`src/sv/sfop_pkg.sv`:
```
// ----------------------------------------------------------------------------
// sfop_pkg
// Types, register indexes and reset values for the spectral flux onset picker.
// ----------------------------------------------------------------------------
package sfop_pkg;

    localparam int unsigned BAND_W  = 24;
    localparam int unsigned FLUX_W  = 32;
    localparam int unsigned DECAY_W = 16;
    localparam int unsigned COUNT_W = 8;
    localparam int unsigned CFG_IDX_W  = 3;
    localparam int unsigned CFG_DATA_W = 32;

    // register indexes
    localparam logic [CFG_IDX_W-1:0] REG_UPPER_THRESHOLD = 3'd0;
    localparam logic [CFG_IDX_W-1:0] REG_LOWER_THRESHOLD = 3'd1;
    localparam logic [CFG_IDX_W-1:0] REG_DEBOUNCE_LIMIT  = 3'd2;
    localparam logic [CFG_IDX_W-1:0] REG_HOLDOFF_LIMIT   = 3'd3;
    localparam logic [CFG_IDX_W-1:0] REG_MASK_DECAY      = 3'd4;
    localparam logic [CFG_IDX_W-1:0] REG_MASK_LENGTH     = 3'd5;

    // register reset values
    localparam logic [FLUX_W-1:0]  RST_UPPER_THRESHOLD = 32'd32768;
    localparam logic [FLUX_W-1:0]  RST_LOWER_THRESHOLD = 32'd6554;
    localparam logic [COUNT_W-1:0] RST_DEBOUNCE_LIMIT  = 8'd0;
    localparam logic [COUNT_W-1:0] RST_HOLDOFF_LIMIT   = 8'd10;
    localparam logic [DECAY_W-1:0] RST_MASK_DECAY      = 16'd45875;
    localparam logic [COUNT_W-1:0] RST_MASK_LENGTH     = 8'd4;

    localparam logic [COUNT_W-1:0] COUNT_MAX = {COUNT_W{1'b1}};
    localparam logic [FLUX_W-1:0]  FLUX_MAX  = {FLUX_W{1'b1}};

    typedef struct packed {
        logic signed [BAND_W-1:0] current_band;
        logic signed [BAND_W-1:0] previous_band;
        logic                     last_band;
    } t_in_item;

    typedef struct packed {
        logic              onset;
        logic [FLUX_W-1:0] peak_level;
        logic [FLUX_W-1:0] frame_flux;
    } t_out_item;

    typedef enum logic [1:0] {
        S_IDLE,
        S_DECAY,
        S_PICK
    } t_state;

    // two's complement magnitude; the most negative code maps onto itself
    function automatic logic [BAND_W-1:0] band_mag(input logic [BAND_W-1:0] v);
        return v[BAND_W-1] ? (~v + 1'b1) : v;
    endfunction

endpackage

```
`src/sv/spectral_flux_onset_picker.sv`:
```
// ----------------------------------------------------------------------------
// spectral_flux_onset_picker
// Spectral flux accumulator with masking decay, holdoff and hysteresis picker.
// ----------------------------------------------------------------------------
// Usage:
//   Input channel (i_in_valid / o_in_stall / i_in_data) carries one band pair
//   per request. A request is taken at a clock edge with valid high and stall
//   low. Requests without last_band are added to the sum without a stall.
//   The request with last_band closes the frame: its sum is latched, then
//   (mask_length - mask_count) decay steps run on one shared 32x16
//   multiplier while masking is active, then holdoff and peak picking run
//   in the pick step. The input stalls meanwhile.
//   Output channel (o_out_valid / i_out_stall / o_out_data) carries one result
//   per frame from an output register. New bands are taken while a result
//   waits; a further frame end waits in the pick step until the register frees.
//   Configuration (i_cfg_we / i_cfg_index / i_cfg_data) must be written
//   while idle; the block does not enforce it. Unknown indexes are ignored.
//   Reset (synchronous, active low) clears the tracking state but for the
//   datapath, restores the register defaults; no result is pending afterwards.
// ----------------------------------------------------------------------------
module spectral_flux_onset_picker (
    input  logic                                   i_clk,
    input  logic                                   i_rst_n,
    input  logic                                   i_in_valid,
    output logic                                   o_in_stall,
    input  sfop_pkg::t_in_item                     i_in_data,
    output logic                                   o_out_valid,
    input  logic                                   i_out_stall,
    output sfop_pkg::t_out_item                    o_out_data,
    input  logic                                   i_cfg_we,
    input  logic [sfop_pkg::CFG_IDX_W-1:0]         i_cfg_index,
    input  logic [sfop_pkg::CFG_DATA_W-1:0]        i_cfg_data
);
    import sfop_pkg::*;

    // configuration
    logic [FLUX_W-1:0]  r_upper_thr;
    logic [FLUX_W-1:0]  r_lower_thr;
    logic [COUNT_W-1:0] r_debounce_lim;
    logic [COUNT_W-1:0] r_holdoff_lim;
    logic [DECAY_W-1:0] r_mask_decay;
    logic [COUNT_W-1:0] r_mask_len;

    // tracking state
    t_state             r_state,        n_state;
    logic [FLUX_W-1:0]  r_flux_sum,     n_flux_sum;
    logic [FLUX_W-1:0]  r_flux,         n_flux;
    logic [COUNT_W-1:0] r_steps,        n_steps;
    logic               r_armed,        n_armed;
    logic [COUNT_W-1:0] r_debounce_cnt, n_debounce_cnt;
    logic [FLUX_W-1:0]  r_held_peak,    n_held_peak;
    logic               r_hold_act,     n_hold_act;
    logic [COUNT_W-1:0] r_hold_cnt,     n_hold_cnt;
    logic               r_mask_act,     n_mask_act;
    logic [COUNT_W-1:0] r_mask_cnt,     n_mask_cnt;
    logic               r_out_valid,    n_out_valid;
    t_out_item          r_out_data,     n_out_data;

    logic                     in_take;
    logic [BAND_W-1:0]        cur_mag;
    logic [BAND_W-1:0]        prev_mag;
    logic [BAND_W-1:0]        rise;
    logic [FLUX_W:0]          acc_wide;
    logic [FLUX_W-1:0]        acc_sat;
    logic [FLUX_W+DECAY_W-1:0] product;
    logic                     pick_go;
    logic                     hold_tmp;
    logic                     onset;

    assign o_in_stall  = (r_state != S_IDLE);
    assign in_take     = i_in_valid && !o_in_stall;
    assign o_out_valid = r_out_valid;
    assign o_out_data  = r_out_data;

    // positive part of the magnitude rise, saturating sum
    assign cur_mag  = band_mag(i_in_data.current_band);
    assign prev_mag = band_mag(i_in_data.previous_band);
    assign rise     = (cur_mag > prev_mag) ? (cur_mag - prev_mag) : '0;
    assign acc_wide = {1'b0, r_flux_sum} + {{(FLUX_W + 1 - BAND_W){1'b0}}, rise};
    assign acc_sat  = acc_wide[FLUX_W] ? FLUX_MAX : acc_wide[FLUX_W-1:0];

    // shared decay multiplier: flux * Q0.16 decay, floor
    assign product = r_flux * r_mask_decay;

    // pick step may retire once the output register is free or draining
    assign pick_go = !r_out_valid || !i_out_stall;

    always_ff @(posedge i_clk) begin
        if (!i_rst_n) begin
            r_upper_thr    <= RST_UPPER_THRESHOLD;
            r_lower_thr    <= RST_LOWER_THRESHOLD;
            r_debounce_lim <= RST_DEBOUNCE_LIMIT;
            r_holdoff_lim  <= RST_HOLDOFF_LIMIT;
            r_mask_decay   <= RST_MASK_DECAY;
            r_mask_len     <= RST_MASK_LENGTH;
        end else if (i_cfg_we) begin
            case (i_cfg_index)
                REG_UPPER_THRESHOLD: r_upper_thr    <= i_cfg_data;
                REG_LOWER_THRESHOLD: r_lower_thr    <= i_cfg_data;
                REG_DEBOUNCE_LIMIT:  r_debounce_lim <= i_cfg_data[COUNT_W-1:0];
                REG_HOLDOFF_LIMIT:   r_holdoff_lim  <= i_cfg_data[COUNT_W-1:0];
                REG_MASK_DECAY:      r_mask_decay   <= i_cfg_data[DECAY_W-1:0];
                REG_MASK_LENGTH:     r_mask_len     <= i_cfg_data[COUNT_W-1:0];
                default: ;
            endcase
        end
    end

    always_ff @(posedge i_clk) begin
        if (!i_rst_n) begin
            r_state        <= S_IDLE;
            r_flux_sum     <= '0;
            r_armed        <= 1'b0;
            r_debounce_cnt <= '0;
            r_held_peak    <= '0;
            r_hold_act     <= 1'b0;
            r_hold_cnt     <= '0;
            r_mask_act     <= 1'b0;
            r_mask_cnt     <= '0;
            r_out_valid    <= 1'b0;
        end else begin
            r_state        <= n_state;
            r_flux_sum     <= n_flux_sum;
            r_armed        <= n_armed;
            r_debounce_cnt <= n_debounce_cnt;
            r_held_peak    <= n_held_peak;
            r_hold_act     <= n_hold_act;
            r_hold_cnt     <= n_hold_cnt;
            r_mask_act     <= n_mask_act;
            r_mask_cnt     <= n_mask_cnt;
            r_out_valid    <= n_out_valid;
        end
    end

    // datapath, no reset needed
    always_ff @(posedge i_clk) begin
        r_flux     <= n_flux;
        r_steps    <= n_steps;
        r_out_data <= n_out_data;
    end

    always_comb begin
        n_state        = r_state;
        n_flux_sum     = r_flux_sum;
        n_flux         = r_flux;
        n_steps        = r_steps;
        n_armed        = r_armed;
        n_debounce_cnt = r_debounce_cnt;
        n_held_peak    = r_held_peak;
        n_hold_act     = r_hold_act;
        n_hold_cnt     = r_hold_cnt;
        n_mask_act     = r_mask_act;
        n_mask_cnt     = r_mask_cnt;
        n_out_valid    = r_out_valid && i_out_stall;
        n_out_data     = r_out_data;
        hold_tmp       = r_hold_act;
        onset          = 1'b0;

        case (r_state)
            S_IDLE: begin
                if (in_take) begin
                    if (!i_in_data.last_band) begin
                        n_flux_sum = acc_sat;
                    end else begin
                        n_flux_sum = '0;
                        n_flux     = acc_sat;
                        n_state    = S_PICK;
                        // mask release or schedule the decay run
                        if (r_mask_act) begin
                            if (r_mask_cnt >= r_mask_len) begin
                                n_mask_act = 1'b0;
                                n_mask_cnt = '0;
                            end else begin
                                n_steps    = r_mask_len - r_mask_cnt;
                                n_mask_cnt = r_mask_cnt + 1'b1;
                                n_state    = S_DECAY;
                            end
                        end
                    end
                end
            end

            S_DECAY: begin
                n_flux  = product[FLUX_W+DECAY_W-1:DECAY_W];
                n_steps = r_steps - 1'b1;
                if (r_steps == {{(COUNT_W-1){1'b0}}, 1'b1}) begin
                    n_state = S_PICK;
                end
            end

            S_PICK: begin
                if (pick_go) begin
                    // holdoff advance
                    n_hold_cnt = r_hold_cnt;
                    if (r_hold_act) begin
                        if (r_hold_cnt > r_holdoff_lim) begin
                            hold_tmp   = 1'b0;
                            n_hold_cnt = '0;
                        end else if (r_hold_cnt < COUNT_MAX) begin
                            n_hold_cnt = r_hold_cnt + 1'b1;
                        end
                    end
                    n_hold_act = hold_tmp;

                    // hysteresis picker, suppressed during holdoff
                    if (!r_armed) begin
                        if (r_flux > r_upper_thr && !hold_tmp) begin
                            n_armed        = 1'b1;
                            n_debounce_cnt = {{(COUNT_W-1){1'b0}}, 1'b1};
                            n_held_peak    = r_flux;
                        end
                    end else if (r_flux > r_held_peak) begin
                        if (!hold_tmp) begin
                            n_debounce_cnt = {{(COUNT_W-1){1'b0}}, 1'b1};
                            n_held_peak    = r_flux;
                        end
                    end else if (r_debounce_cnt > r_debounce_lim
                                 || r_flux < r_lower_thr) begin
                        if (!hold_tmp) begin
                            onset = 1'b1;
                        end
                    end else if (r_debounce_cnt < COUNT_MAX) begin
                        n_debounce_cnt = r_debounce_cnt + 1'b1;
                    end

                    if (onset) begin
                        n_debounce_cnt = '0;
                        n_armed        = 1'b0;
                        n_hold_act     = 1'b1;
                        n_mask_act     = 1'b1;
                    end

                    n_out_valid           = 1'b1;
                    n_out_data.onset      = onset;
                    n_out_data.peak_level = n_held_peak;
                    n_out_data.frame_flux = r_flux;
                    n_state               = S_IDLE;
                end
            end

            default: begin
                n_state = S_IDLE;
            end
        endcase
    end

endmodule
```
`config.mk`:
```
export PLATFORM = sky130hd
export DESIGN_NAME = spectral_flux_onset_picker
export DESIGN_NICKNAME = d
export VERILOG_FILES = /design/src/sv/sfop_pkg.sv /design/src/sv/spectral_flux_onset_picker.sv
export SDC_FILE = /design/constraint.sdc
export NUM_CORES = 2
export LEC_CHECK = 0
export BUFFER_PORTS_ARGS = -buffer_cell sky130_fd_sc_hd__buf_2
export CAP_MARGIN = 5
export CORE_ASPECT_RATIO = 1.5
export CORE_MARGIN = 8
export CORE_UTILIZATION = 64
export DETAILED_ROUTE_END_ITERATION = 12
export PLACE_DENSITY_LB_ADDON = 0.12
export REMOVE_ABC_BUFFERS = 1
export SYNTH_ARGS = -nofsm -noshare
export SYNTH_HDL_FRONTEND = slang
export SYNTH_SLANG_ARGS = --single-unit
```
`constraint.sdc`:
```
create_clock -name i_clk -period 8.6 [get_ports i_clk]
set_clock_uncertainty 0.05 [all_clocks]
set_input_delay 0.43 -clock i_clk [delete_from_list [all_inputs] [get_ports i_clk]]
set_output_delay 0.43 -clock i_clk [all_outputs]
set_load 0.02 [all_outputs]
```
==> impl_results.md <==
* GRT Total Usage at 0.314
* Crit path DAT at 8320 ps
* Hold crit path type: input pin to flop
* Overflow after GRT at 0
* H-tree Lvls at 1
* CTS Sinks at 303
* First-pass GRT wire length at 153 mm
* Num ports at 156
* Slew Viols, Final at 0
* Max cap viols at 0
* Seq cells post-synth at 303
* Starting density of the core at 0.642
* Area growth, synth to finish at 7.21%
* Number of global-route vias before repair at 29370
* Tmin final at 7930 ps
* Synth Warn # at 0
* Setup crit start kind: flop
* CTS resizes at 0
* Hold bufs inserted after CTS at 0
* CP Capture Type: flop
* Synthesized area at 34200 µm²
* Buffers on Ports at 155
* Total die area at 61200 µm²
* Hold Vio Cnt, Final at 0
* CTS Buf Count at 31
* Post-CTS repair timing setup buffer count at 0
* Final period utilization at 0.922
* Die height at 299 µm
* Worst slew pin tran at 1370 ps
* Critical-path maximum fanout at 21
* Drt wl/cell at 19.8 µm
* Layout cell share with drive strength beyond 1 at 0.0779
* Initial antenna violation count at 2
* Inst Count DP at 4713
* Setup violators final at 0
* DR DRC count at 0
* DR pass1 iterations at 7
* Layout Cells excl Fill at 4771
* Setup ws final at 667 ps
* Syn_area_per_cell at 8.58 µm²
* Synth async-reset ratio at 0
* Slew HR at 0.0899
* Maximum clock path buffer count at 3
* Post-Synthesis Cells at 3984
* Drt first-iter violations at 1754
* Root Driver: clkbuf_16
* Final RePlAce weighted congestion at 0.934
* Setup CP Type: flop to flop
* Ys flop type: dfxtp_1
* Vias per std cell at 5.90
* ANT cells at 0
* Largest net degree at the start of global routing at 100
* CORE AREA at 53200 µm²
* FMAX at 0.126 GHz
* Status: finished, final reports clean
* CTS tree: built
* Post-synthesis sequential area ratio at 0.208
* Setup WS pre-CTS at 646 ps
* Post-Route Setup TNS at 0 ps
* Worst EP required at 8990 ps
* WL final at 94.3 mm
* DP HPWL at 72.4 mm
* Clock Latency Late Sink at 630 ps
* Netlist cell types at 81
* Row cnt at 104
* Nets at 4857
* Die Wd at 205 µm
* DR vias at 28126
* Antenna viol nets, final at 0
* RSZ-0062 raised after global routing: false
* Clock Pin Slew Worst Setup and Hold Paths at 70 ps
* Number of synthesized flops with an enable pin at 105
cell usage after synthesis, drive strengths merged, types with 34 or more instances:
cell    count  area share
nand2     703       0.077
inv       615       0.068
fa        420        0.25
ha        291        0.11
a21oi     227       0.033
and2      221       0.040
dfxtp     198        0.12
clkbuf    176       0.019
nor2      145       0.016
o21ai     115       0.017
edfxtp    105       0.092
a21o       81       0.018
xnor2      68       0.017
nand3      56      0.0082
xor2       54       0.014
nand4      43      0.0081
nor3       42      0.0063
mux2i      37       0.011
o31ai      34      0.0075
path summary, 6_finish.rpt:
path	slack, ps	cells after the start	start	to
worst max-delay path	670	18	r_flux[5]	r_flux[20]
worst min register to register	400	2	r_lower_thr[26]	r_lower_thr[26]
worst min-delay path	20	3	i_cfg_data[29]	r_lower_thr[29]
worst max register to register	670	18	r_flux[5]	r_flux[20]
registers in the layout, indices dropped and copies added (netlist names), 16 cells and up:
name / flops
o_out_data: 65
r_flux: 32
r_mask_decay: 16
r_held_peak: 32
r_lower_thr: 32
r_upper_thr: 32
r_flux_sum: 32
kinds of logic after synthesis:
group	count (synthesis)	synth area share
flops	303	0.208
compound gates	653	0.121
mux	40	0.0118
buf+inv	804	0.0900
xor+xnor	122	0.0312
simple gates	1351	0.186
fa+ha+maj	711	0.352
worst max-delay path: stages (launching register included):
cell,delay (ps)
edfxtp_1,1260
and2_1,290
fa_1,440
fa_1,520
fa_1,540
fa_1,560
fa_1,560
inv_1,60
fa_1,540
inv_1,40
ha_1,330
nand3_1,170
or3_1,420
o2111ai_1,620
and3_1,310
o211a_1,230
a311oi_1,160
or3b_2,470
a32oi_1,170
metrics by stage:
stage	util	area (µm²)	hold slack [ps]
floorplan	-	33400	385
global placement	0.670	35700	391
detailed placement	0.670	35700	397
CTS	0.689	36700	2.12
global route	0.689	36700	29.5
finish	0.689	36700	21.6
layer usage:
metal	track usage	share of wire	routed length [µm]	up-vias
met5	0	0	0	-
met1	0.361	0.37	34500	13799
met3	0.0412	0.062	5810	308
met2	0.562	0.52	48600	976
li1	-	-	-	13043
met4	0.159	0.057	5380	0
layout make-up:
type                            instances  area, µm²
Sequential cell                       303       7120
Tap cell                              689        862
Timing Repair Buffer                  229       1330
Fill cell                            4443      16600
Inverter                              615       2310
Clock inverter                         16        161
Clock buffer                           42        837
Multi-Input combinational cell       2877      24000
cells in the final DEF, fill, tap and decap left out, drive strengths merged, types with 24 or more instances in the layout:
master and count:
a21o 81, a21oi 227, a31oi 24, and2 221, buf 229, clkbuf 42, dfxtp 198, edfxtp 105
fa 420, ha 291, inv 618, mux2i 37, nand2 703, nand3 56, nand4 43, nor2 145
nor3 42, o211ai 24, o21ai 115, o31ai 34, xnor2 68, xor2 54
Power is not shown: default switching activity piles up to over one toggle a cycle in this logic, so the estimate is an artifact.
